### config.mk
export PLATFORM = sky130hd
export DESIGN_NAME = lsfd_ctrl
export DESIGN_NICKNAME = d
export VERILOG_FILES = /design/src/sv/lsfd_pkg.sv /design/src/sv/lsfd_ctrl.sv
export SDC_FILE = /design/constraint.sdc
export NUM_CORES = 1
export LEC_CHECK = 0
export ABC_CLOCK_PERIOD_IN_PS = 1900
export BUFFER_PORTS_ARGS = -buffer_cell sky130_fd_sc_hd__buf_4
export CAP_MARGIN = 0
export CELL_PAD_IN_SITES_DETAIL_PLACEMENT = 1
export CELL_PAD_IN_SITES_GLOBAL_PLACEMENT = 2
export CORE_UTILIZATION = 22
export CTS_CLUSTER_SIZE = 12
export DETAILED_ROUTE_END_ITERATION = 6
export HOLD_SLACK_MARGIN = 0.03
export PLACE_DENSITY = 0.78
export SYNTH_ARGS = -nofsm -noshare
export SYNTH_HDL_FRONTEND = slang
export SYNTH_SLANG_ARGS = --single-unit
export TNS_END_PERCENT = 20
### constraint.sdc
create_clock -name clk -period 1.9 [get_ports clk]
set_clock_uncertainty 0.2 [all_clocks]
set_input_delay 0.38 -clock clk [delete_from_list [all_inputs] [get_ports clk]]
set_output_delay 0.38 -clock clk [all_outputs]
set_load 0.01 [all_outputs]
### src/sv/lsfd_pkg.sv
`timescale 1ns / 1ps
// ----------------------------------------------------------------------------
// lsfd_pkg
// Shared constants, codes and controller/datapath handshake structs for the
// scan frame decoder.
// ----------------------------------------------------------------------------
package lsfd_pkg;

  // default geometry
  localparam int NUM_ANGLES_DEF         = 360;
  localparam int READINGS_PER_FRAME_DEF = 6;

  // frame layout
  localparam logic [7:0] SYNC_BYTE     = 8'hFA;
  localparam logic [7:0] INDEX_BASE    = 8'hA0;
  localparam logic [7:0] CHECK_BASE    = 8'hFF;
  localparam int         FIRST_READING = 4;
  localparam int         READING_BYTES = 6;
  localparam int         INDEX_POS     = 1;

  // field widths
  localparam int ANGLE_W = 9;
  localparam int VAL_W   = 16;

  // input opcodes
  localparam logic [1:0] OP_RECV  = 2'd0;
  localparam logic [1:0] OP_READ  = 2'd1;
  localparam logic [1:0] OP_CLEAR = 2'd2;

  // result kinds
  localparam logic KIND_STATUS = 1'b0;
  localparam logic KIND_READ   = 1'b1;

  // frame status codes
  localparam logic [1:0] ST_STORED     = 2'd0;
  localparam logic [1:0] ST_BAD_SUM    = 2'd1;
  localparam logic [1:0] ST_BAD_NUMBER = 2'd2;

  // configuration register indexes
  localparam logic [1:0] CFG_DIST_LIMIT    = 2'd0;
  localparam logic [1:0] CFG_MIN_INTENSITY = 2'd1;
  localparam logic [1:0] CFG_INVERT        = 2'd2;

  // reading byte offsets inside one reading
  localparam logic [2:0] RB_INT_LO  = 3'd0;
  localparam logic [2:0] RB_INT_HI  = 3'd1;
  localparam logic [2:0] RB_DIST_LO = 3'd2;
  localparam logic [2:0] RB_DIST_HI = 3'd3;

  // controller -> datapath commands
  typedef struct packed {
    logic take_byte;
    logic rd_latch;
    logic rd_issue;
    logic clear_start;
    logic clear_step;
    logic commit_init;
    logic commit_step;
    logic load_frame;
    logic load_read;
  } cmd_t;

  // datapath -> controller status
  typedef struct packed {
    logic last_byte;
    logic clear_last;
    logic frame_ok;
    logic commit_last;
    logic out_free;
  } sts_t;

endpackage

### src/sv/lsfd_ctrl.sv
`timescale 1ns / 1ps
// ----------------------------------------------------------------------------
// lsfd_ctrl
// Sequencer: accepts items, walks the store clear sweep, frame evaluation,
// frame commit and read access, and hands results to the output register.
// ----------------------------------------------------------------------------
module lsfd_ctrl (
  input  logic                clk,
  input  logic                rst_n,
  input  logic                in_valid,
  output logic                in_ready,
  input  logic [1:0]          in_opcode,
  input  lsfd_pkg::sts_t      sts,
  output lsfd_pkg::cmd_t      cmd
);

  typedef enum logic [2:0] {
    S_CLEAR,
    S_IDLE,
    S_EVAL,
    S_COMMIT,
    S_FRM_OUT,
    S_RD_ADDR,
    S_RD_OUT
  } state_t;

  state_t state_r, state_nxt;
  logic   accept;

  assign in_ready = (state_r == S_IDLE);
  assign accept   = in_valid && in_ready;

  // next state and commands
  always_comb begin
    state_nxt = state_r;
    cmd       = '0;
    unique case (state_r)
      S_CLEAR: begin
        cmd.clear_step = 1'b1;
        if (sts.clear_last) begin
          state_nxt = S_IDLE;
        end
      end
      S_IDLE: begin
        if (accept) begin
          unique case (in_opcode)
            lsfd_pkg::OP_RECV: begin
              cmd.take_byte = 1'b1;
              if (sts.last_byte) begin
                state_nxt = S_EVAL;
              end
            end
            lsfd_pkg::OP_READ: begin
              cmd.rd_latch = 1'b1;
              state_nxt    = S_RD_ADDR;
            end
            lsfd_pkg::OP_CLEAR: begin
              cmd.clear_start = 1'b1;
              state_nxt       = S_CLEAR;
            end
            default: ;  // unused opcode: dropped
          endcase
        end
      end
      S_EVAL: begin
        if (sts.frame_ok) begin
          cmd.commit_init = 1'b1;
          state_nxt       = S_COMMIT;
        end else begin
          state_nxt = S_FRM_OUT;
        end
      end
      S_COMMIT: begin
        cmd.commit_step = 1'b1;
        if (sts.commit_last) begin
          state_nxt = S_FRM_OUT;
        end
      end
      S_FRM_OUT: begin
        if (sts.out_free) begin
          cmd.load_frame = 1'b1;
          state_nxt      = S_IDLE;
        end
      end
      S_RD_ADDR: begin
        cmd.rd_issue = 1'b1;
        state_nxt    = S_RD_OUT;
      end
      S_RD_OUT: begin
        if (sts.out_free) begin
          cmd.load_read = 1'b1;
          state_nxt     = S_IDLE;
        end
      end
      default: state_nxt = S_IDLE;
    endcase
  end

  // state register; reset starts with a store clear sweep
  always_ff @(posedge clk) begin
    if (!rst_n) begin
      state_r <= S_CLEAR;
    end else begin
      state_r <= state_nxt;
    end
  end

endmodule

==> flow_summary_export.csv, run 1 <==
group,metric,value,unit
sta,fmax,0.5513,GHz
drt,highest_layer,"met3",
synthesis,synth_area_leaders,"dfxtp_1 15%, ha_1 9.5%, inv_1 6.7%",
synthesis,syn_inst,46,
global_route,grt_pass1_wl,1925,um
clock_network,hold_buffers,0,
sta,hold_viol_final,0,
synthesis,synthArstFlopShare,0,%
clock_network,path_clk_slew,0.04,ns
drt,routedWlPerCell,11.98,um
worst_setup_path,critPathLaunchType,"flop",
floorplanning,die_w,44.33,um
outcome,status,"finished, final reports clean",
synthesis,netlist_area,394.1,um^2
clock_network,h-tree-depth,1,
worst_setup_path,cp_data_required_time,1.32,ns
cells_and_area,num-fill-cells,205,
drt,drt-met1-wl,499,um
floorplanning,die_height,44.33,um
clock_network,clk_latency,0.23,ns
clock_network,cts_sinks,3,
placement,dpl.hpwl,898.1,um
power,power.leakage,0.3136,nW
floorplanning,die_area,1965,um^2
worst_setup_path,arrival,1.23,ns
placement,io_buffer_count,19,
worst_setup_path,worstSetupPathType,"flop to primary output",
drt,first_iter_violations,3,
sta,fin_crit_sh,95.47,%
run,drv_cap,0,
clock_network,cts_tree,"yes",
drt,vias,421,
floorplanning,core-area,1594,um^2
cells_and_area,final_util,38.54,%
cells_and_area,drive_gt1_share,54.29,%
global_route,grt_max_degree,9,
min_path,hold_path.class,"input pin to flop",
clock_network,numCtsBuffers,3,
cells_and_area,largest_reg_flops,3,
synthesis,synth_cell_types,27,
sta,tightest_slew,0.3772,ns
floorplanning,fp-row-count,14,
synthesis,synth_edf_count,0,
power,p_total,0.0006741,W
power,p_per_area,1097,nW/um^2
worst_setup_path,slowest_stage,"dfxtp_2",
drt,ant_nets,0,
global_route,overflow,0,
floorplanning,start_util,24.73,%
sta,fin_crit,1.814,ns
synthesis,yosysWarnings,0,
drt,drc,0,
sta,setup_viol,0,
cells_and_area,fin_nets,84,
drt,avgViaCountPerCell,4.479,
sta,relSlewSlack,74.64,%
synthesis,synthTopCellsByCount,"7 x inv_1, 4 x and3_1, 3 x dfxtp_1, 3 x ha_1, 3 x nor3_1",
synthesis,synth_nets,59,
placement,gp_congestion,0.7179,
clock_network,clockRootBuffer,"clkbuf_4",
clock_network,clk_path_buf_depth,2,
sta,rsz0062_at_grt,"false",
global_route,grt_pass1_vias,443,
drt,route.met3.wl,56,um
global_route,grt_usage,13.59,%
synthesis,synth_area_per_cell,8.568,um^2
synthesis,synth.top_cell.area_share,15.24,%
drt,wl,1126,um
sta,fin_setup_tns,0,ns
sta,worst_slack,0.08603,ns
clock_network,cts_setup_buffers,0,
cells_and_area,reg.largest.list,"state_r (3)",
floorplanning,ioPinCount,20,
placement,dp_slack,-0.06093,ns
cells_and_area,largest-register,"state_r",
sta,final_max_slew_viol_count,0,
synthesis,yosysSeqAreaShare,15.24,%
worst_setup_path,crit_path_max_fanout,7,
synthesis,synth_seq_cells,3,
drt,dr.pass1.iters,4,
synthesis,synth.most_common_cell,"inv_1",
drt,met2WireLength,569,um
synthesis,synth_area_leader_cell,"dfxtp_1",
power,irDropWorstVdd,0.7427,mV
worst_setup_path,cp_slowest_stage_delay,0.41,ns
worst_setup_path,endpoint_kind,"primary output",
global_route,grt_antenna_before_repair,0,
cells_and_area,insertedDiodeCount,0,
worst_setup_path,crit_chain,"nor3b_2 > and3_1 > buf_4",
cells_and_area,syn2layout_area_growth,55.87,%
synthesis,ys.flop_type,"dfxtp_1",
## path summary, 6_finish.rpt
kind | cells after the start | end | start | slack, ns
max | 3 | cmd[7] | state_r[0]$_SDFFE_PN0P_ | 0.09
min reg2reg | 3 | state_r[2]$_SDFFE_PN0P_ | state_r[0]$_SDFFE_PN0P_ | 0.52
max reg2reg | 5 | state_r[0]$_SDFFE_PN0P_ | state_r[0]$_SDFFE_PN0P_ | 0.30
min | 2 | state_r[0]$_SDFFE_PN0P_ | rst_n | 0.21
## final cells by class
cell class / instances / area [um^2] / share of cell area [%]
multi-input cells: 33 / 295.3 / 48.07
well taps: 24 / 30.03 / 4.888
flip-flops and latches: 3 / 63.81 / 10.39
repair buffers: 23 / 172.7 / 28.11
clock buffers: 4 / 26.28 / 4.277
inverters: 7 / 26.28 / 4.277
## worst max-delay path: cells and delay by family, from the launching register on
family / cells / cell delay [ns]
buffers and inverters: 1 / 0.12
flip-flops: 1 / 0.41
AND/OR/NAND/NOR: 2 / 0.47
## routing by layer
layer | vias to the layer above | GRT usage, %
met5 | - | 0
met4 | 0 | 0
met3 | 0 | 6.531
met2 | 12 | 23.53
met1 | 194 | 16.22
li1 | 215 | -
## through the flow
step / hold WS [ns] / std cells / cell area (um^2)
3_5_place_dp: 0.4639 / 90 / 569.3
4_1_cts: 0.2088 / 94 / 606.8
3_3_place_gp: 0.4651 / 90 / 569.3
6_report: 0.2128 / 94 / 614.3
5_1_grt: 0.2152 / 94 / 614.3
2_1_floorplan: 0.3112 / 46 / 394.1
## report_power, final
| part | switching (W) | internal, W |
|---|---|---|
| clock | 0.0000324 | 0.0000786 |
| combinational | 0.000193 | 0.000216 |
| sequential | 0.0000619 | 0.0000928 |
| total | 0.000287 | 0.000387 |
## cell families after synthesis
family	share of synthesized area (%)
AOI/OAI and AO/OA	27.62
and+or+nand+nor	33.97
DFF	15.24
buffers and inverters	13.65
adders and majority gates	9.525
## cell usage in the layout, fill, tap and decap left out, types with 2 or more instances in the layout
cell and instances:
and3_1 4, nor3_1 3, nand2_1 2, clkbuf_4 3
dfxtp_2 3, nand3_1 2, buf_4 23, nor4_2 2
inv_1 7, ha_1 3, a21oi_1 2
## timing repair
item | 4_1_cts | 5_1_grt
pin swaps | 0 | 1
gates resized for setup | 3 | 2
setup endpoints to repair | 6 | 3
No activity file was read; power rests on OpenSTA's default activity.
==> inputs of run 2 (changes only) <==
Settings changed: CTS_BUF_LIST set to sky130_fd_sc_hd__clkbuf_16, GPL_TIMING_DRIVEN set to 0.
==> flow_summary_export.csv, run 2 (synthesis gave the netlist of run 1 again) <==
group,metric,value,unit
worst_setup_path,arrival,1.28,ns
floorplanning,ioPinCount,20,
floorplanning,start_util,24.73,%
sta,fin_crit,1.862,ns
cells_and_area,final_area,670.6,um^2
clock_network,clk_latency,0.23,ns
drt,wl,1184,um
clock_network,clockRootBuffer,"clkbuf_16",
worst_setup_path,endpoint_kind,"primary output",
drt,routedWlPerCell,12.60,um
cells_and_area,largest_reg_flops,3,
power,p_per_area,1377,nW/um^2
min_path,hold_path.class,"input pin to flop",
cells_and_area,largest-register,"state_r",
placement,placedCellCount,89,
sta,fin_crit_sh,98.01,%
drt,drc,0,
floorplanning,die_height,44.33,um
worst_setup_path,critPathLaunchType,"flop",
sta,hold_viol_final,0,
cells_and_area,finalNonFillerCells,94,
sta,fmax,0.5370,GHz
sta,setup_viol,0,
global_route,overflow,0,
cells_and_area,layout_common_cells,"20 x buf_4, 8 x inv_1, 4 x and3_1",
cells_and_area,num-fill-cells,193,
floorplanning,fp-row-count,14,
floorplanning,die_area,1965,um^2
sta,rsz0062_at_grt,"true",
cells_and_area,insertedDiodeCount,0,
clock_network,hold_buffers,0,
drt,dr.pass1.iters,3,
clock_network,h-tree-depth,1,
worst_setup_path,ff2ff_setup_slack,0.29,ns
placement,io_buffer_count,19,
clock_network,clk_path_buf_depth,2,
drt,avgViaCountPerCell,4.489,
drt,first_iter_violations,4,
worst_setup_path,worstSetupPathType,"flop to primary output",
global_route,grt_pass1_wl,2042,um
clock_network,path_clk_slew,0.03,ns
global_route,grt_max_degree,11,
floorplanning,die_w,44.33,um
cells_and_area,fin_nets,84,
sta,relSlewSlack,78.38,%
floorplanning,core-area,1594,um^2
power,irDropWorstVdd,0.6675,mV
global_route,grt_pass1_vias,454,
worst_setup_path,crit_path_max_fanout,10,
sta,tightest_slew,0.3216,ns
cells_and_area,reg.largest.list,"state_r (3)",
drt,ant_nets,0,
clock_network,cts_sinks,3,
outcome,status,"finished, final reports clean",
sta,final_max_slew_viol_count,0,
placement,gp_congestion,0.6858,
clock_network,numCtsBuffers,3,
run,drv_cap,0,
power,power.leakage,0.3397,nW
placement,dpl.hpwl,806.1,um
placement,place_area,566.8,um^2
global_route,grt_antenna_before_repair,0,
cells_and_area,drive_gt1_share,48.57,%
drt,vias,422,
clock_network,cts_tree,"yes",
cells_and_area,syn2layout_area_growth,70.16,%
sta,fin_setup_tns,0,ns
global_route,grt_usage,15.11,%
worst_setup_path,cp_data_required_time,1.32,ns
cells_and_area,final_common_cell,"buf_4",
[run 2: final cells by class]
cell class / instances / area, um^2 / area share (%)
Tap cell: 24 / 30.03 / 4.478
Multi-Input combinational cell: 33 / 295.3 / 44.03
Buffer: 3 / 30.03 / 4.478
Timing Repair Buffer: 20 / 150.1 / 22.39
Inverter: 7 / 26.28 / 3.918
Sequential cell: 3 / 60.06 / 8.955
Clock inverter: 1 / 3.754 / 0.5597
Clock buffer: 3 / 75.07 / 11.19
[run 2: path summary, 6_finish.rpt]
path	endpoint	cells after the start	startpoint
min	state_r[2]$_SDFFE_PN0P_	3	rst_n
min reg2reg	state_r[2]$_SDFFE_PN0P_	3	state_r[0]$_SDFFE_PN0P_
max	cmd[7]	4	state_r[0]$_SDFFE_PN0P_
max reg2reg	state_r[0]$_SDFFE_PN0P_	5	state_r[2]$_SDFFE_PN0P_
[run 2: stage by stage]
| stage | total power (W) | setup WS (ns) | hold slack, ns | utilization (%) |
|---|---|---|---|---|
| 6_report | 0.0009237 | 0.03777 | 0.2454 | 42.07 |
| 5_1_grt | 0.0009780 | -0.02094 | 0.2617 | 42.07 |
| 4_1_cts | 0.0008965 | 0.03853 | 0.2470 | 40.89 |
| 3_5_place_dp | 0.0005354 | -0.1065 | 0.4552 | 35.56 |
| 3_3_place_gp | 0.0005350 | -0.1141 | 0.4651 | 35.56 |
| 2_1_floorplan | 0.0004009 | 0.1456 | 0.3112 | - |
[run 2: what timing repair did]
item,4_1_cts,5_1_grt
setup endpoints to repair,2,7
setup buffers,0,1
cloned,0,0
resized for setup,1,2
pin swaps,0,1
[run 2: routing by layer]
metal | GRT usage [%] | vias up | part of all wire (%)
li1 | - | 212 | -
met1 | 16.50 | 194 | 44
met2 | 22.06 | 13 | 48
met3 | 7.755 | 3 | 6.0
met4 | 11.52 | 0 | 2.0
met5 | 0 | - | 0
[run 2: worst max-delay path: stages (launching register included)]
cell,delay [ns]
dfxtp_1,0.31
buf_6,0.16
nor3b_4,0.28
and3_1,0.19
buf_4,0.11
[run 2: report_power, final]
part           internal, W  leakage, nW  switching [W]  total, W
registers        0.0000871       0.0247      0.0000254  0.000112
clock network     0.000272       0.0423      0.0000683  0.000341
logic             0.000233        0.273       0.000238  0.000471
==> inputs of run 3 (changes only) <==
Settings changed: ABC_CLOCK_PERIOD_IN_PS 1900 to 1700, CELL_PAD_IN_SITES_GLOBAL_PLACEMENT 2 to 1, CORE_UTILIZATION 22 to 26, PLACE_DENSITY 0.78 to 0.76.
Clock period 1.9 ns to 1.7 ns, I/O delays scaled along.
==> flow_summary_export.csv, run 3 (synthesis gave the netlist of run 1 again) <==
group,metric,value,unit
global_route,grt_max_degree,11,
worst_setup_path,ff2ff_setup_slack,0.04,ns
worst_setup_path,crit_path_max_fanout,6,
clock_network,cts_sinks,3,
sta,fmax,0.5520,GHz
sta,setup_viol,6,
drt,drc,0,
sta,fin_crit,1.812,ns
power,power.leakage,0.3705,nW
placement,dpl.hpwl,918.6,um
clock_network,cts_tree,"yes",
outcome,status,"finished, violations left",
worst_setup_path,worstSetupPathType,"flop to primary output",
floorplanning,core-area,1350,um^2
global_route,grt_pass1_wl,2132,um
global_route,grt_pass1_vias,463,
power,p_per_area,1552,nW/um^2
sta,final_max_slew_viol_count,0,
cells_and_area,reg.largest.list,"state_r (3)",
sta,tightest_slew,0.3285,ns
worst_setup_path,endpoint_kind,"primary output",
cells_and_area,final_common_cell,"buf_4",
clock_network,clockRootBuffer,"clkbuf_16",
clock_network,hold_buffers,0,
cells_and_area,largest_reg_flops,3,
run,drv_cap,0,
cells_and_area,finalNonFillerCells,91,
sta,fin_setup_tns,-0.5060,ns
cells_and_area,num-fill-cells,161,
worst_setup_path,critPathLaunchType,"flop",
global_route,overflow,0,
worst_setup_path,arrival,1.27,ns
cells_and_area,largest-register,"state_r",
placement,placedCellCount,80,
floorplanning,die_area,1676,um^2
drt,vias,469,
global_route,grt_usage,21.30,%
power,irDropWorstVdd,0.8160,mV
clock_network,clk_path_buf_depth,2,
sta,fin_crit_sh,106.6,%
cells_and_area,fin_nets,90,
outcome,failed_checks,"setup timing",
cells_and_area,syn2layout_area_growth,89.52,%
sta,worst_slack,-0.1115,ns
cells_and_area,drive_gt1_share,64.47,%
sta,hold_viol_final,0,
floorplanning,start_util,29.19,%
drt,first_iter_violations,2,
sta,rsz0062_at_grt,"true",
clock_network,numCtsBuffers,3,
drt,avgViaCountPerCell,5.154,
worst_setup_path,cp_slowest_stage_delay,0.31,ns
cells_and_area,layout_common_cells,"26 x buf_4, 5 x inv_1, 4 x and3_1",
sta,relSlewSlack,77.92,%
drt,wl,1617,um
placement,gp_congestion,0.7212,
drt,dr.pass1.iters,2,
floorplanning,ioPinCount,20,
sta,hold_ws,0.1798,ns
drt,ant_nets,0,
floorplanning,fp-row-count,13,
clock_network,path_clk_slew,0.03,ns
floorplanning,die_height,40.94,um
global_route,grt_antenna_before_repair,0,
cells_and_area,insertedDiodeCount,0,
worst_setup_path,slowest_stage,"dfxtp_1",
clock_network,clk_latency,0.23,ns
worst_setup_path,cp_data_required_time,1.16,ns
clock_network,h-tree-depth,1,
min_path,hold_path.class,"input pin to flop",
drt,routedWlPerCell,17.77,um
placement,io_buffer_count,19,
floorplanning,die_w,40.94,um
worst_setup_path,crit_chain,"buf_6 > nor3b_4 > and3_1 > buf_4",
[run 3: changes by cell type in the layout (fill, tap and decap cells not counted)]
| cell | previous run | this run |
|---|---|---|
| nor4_1 | 1 | 0 |
| buf_6 | 2 | 3 |
| clkbuf_4 | 1 | 0 |
| ha_1 | 3 | 0 |
| inv_1 | 8 | 5 |
| ha_4 | 0 | 2 |
| dfxtp_1 | 3 | 1 |
| inv_4 | 0 | 1 |
| dfxtp_2 | 0 | 2 |
| inv_2 | 0 | 2 |
| buf_4 | 20 | 26 |
| nor4_2 | 1 | 2 |
| ha_2 | 0 | 1 |
[run 3: through the flow]
step / total power (W) / area (um^2) / worst slack (ns) / utilization [%]
floorplan: 0.0004481 / 394.1 / -0.01445 / -
global placement: 0.0005882 / 555.5 / -0.2573 / 41.15
detailed placement: 0.0006028 / 555.5 / -0.2898 / 41.15
CTS: 0.001083 / 690.7 / -0.09441 / 51.16
global route: 0.001216 / 747.0 / -0.1498 / 55.33
finish: 0.001159 / 747.0 / -0.1115 / 55.33
[run 3: final timing paths]
kind | start | end | cells past startpoint
worst min-delay path | rst_n | state_r[0]$_SDFFE_PN0P_ | 2
worst min register to register | state_r[0]$_SDFFE_PN0P_ | state_r[2]$_SDFFE_PN0P_ | 3
worst max-delay path | state_r[2]$_SDFFE_PN0P_ | cmd[8] | 4
worst max register to register | state_r[0]$_SDFFE_PN0P_ | state_r[1]$_SDFFE_PN0P_ | 6
[run 3: cell type report]
| cell class | instances | area, um^2 | share of cell area, % |
|---|---|---|---|
| multi-input cells | 33 | 329.1 | 44.05 |
| repair buffers | 26 | 195.2 | 26.13 |
| clock buffers | 3 | 75.07 | 10.05 |
| flip-flops and latches | 3 | 62.56 | 8.375 |
| plain buffers | 3 | 33.78 | 4.523 |
| inverters | 7 | 28.78 | 3.853 |
| well taps | 15 | 18.77 | 2.513 |
| clock inverters | 1 | 3.754 | 0.5025 |
[run 3: repair_timing]
action                     4_1_cts  5_1_grt
pin swaps                        4        7
buffers inserted                 4        3
setup endpoints to repair       12       12
resized for setup                6       10
[run 3: critical path: cells and delay by family (launching register included)]
| family | cells | cell delay, ns |
|---|---|---|
| buffers and inverters | 2 | 0.26 |
| DFF | 1 | 0.31 |
| and+or+nand+nor | 2 | 0.47 |
[run 3: routing by layer]
metal / part of all wire, % / GRT usage, %
met5: 0 / 0
met4: 2.9 / 15.00
met3: 3.8 / 4.891
met2: 53 / 37.50
met1: 40 / 21.75
[run 3: where the power goes]
part | internal (W) | leakage, nW | switching, W
clock network | 0.000304 | 0.0423 | 0.0000768
logic | 0.000332 | 0.303 | 0.000313
registers | 0.000102 | 0.0253 | 0.0000308
total | 0.000738 | 0.371 | 0.000421
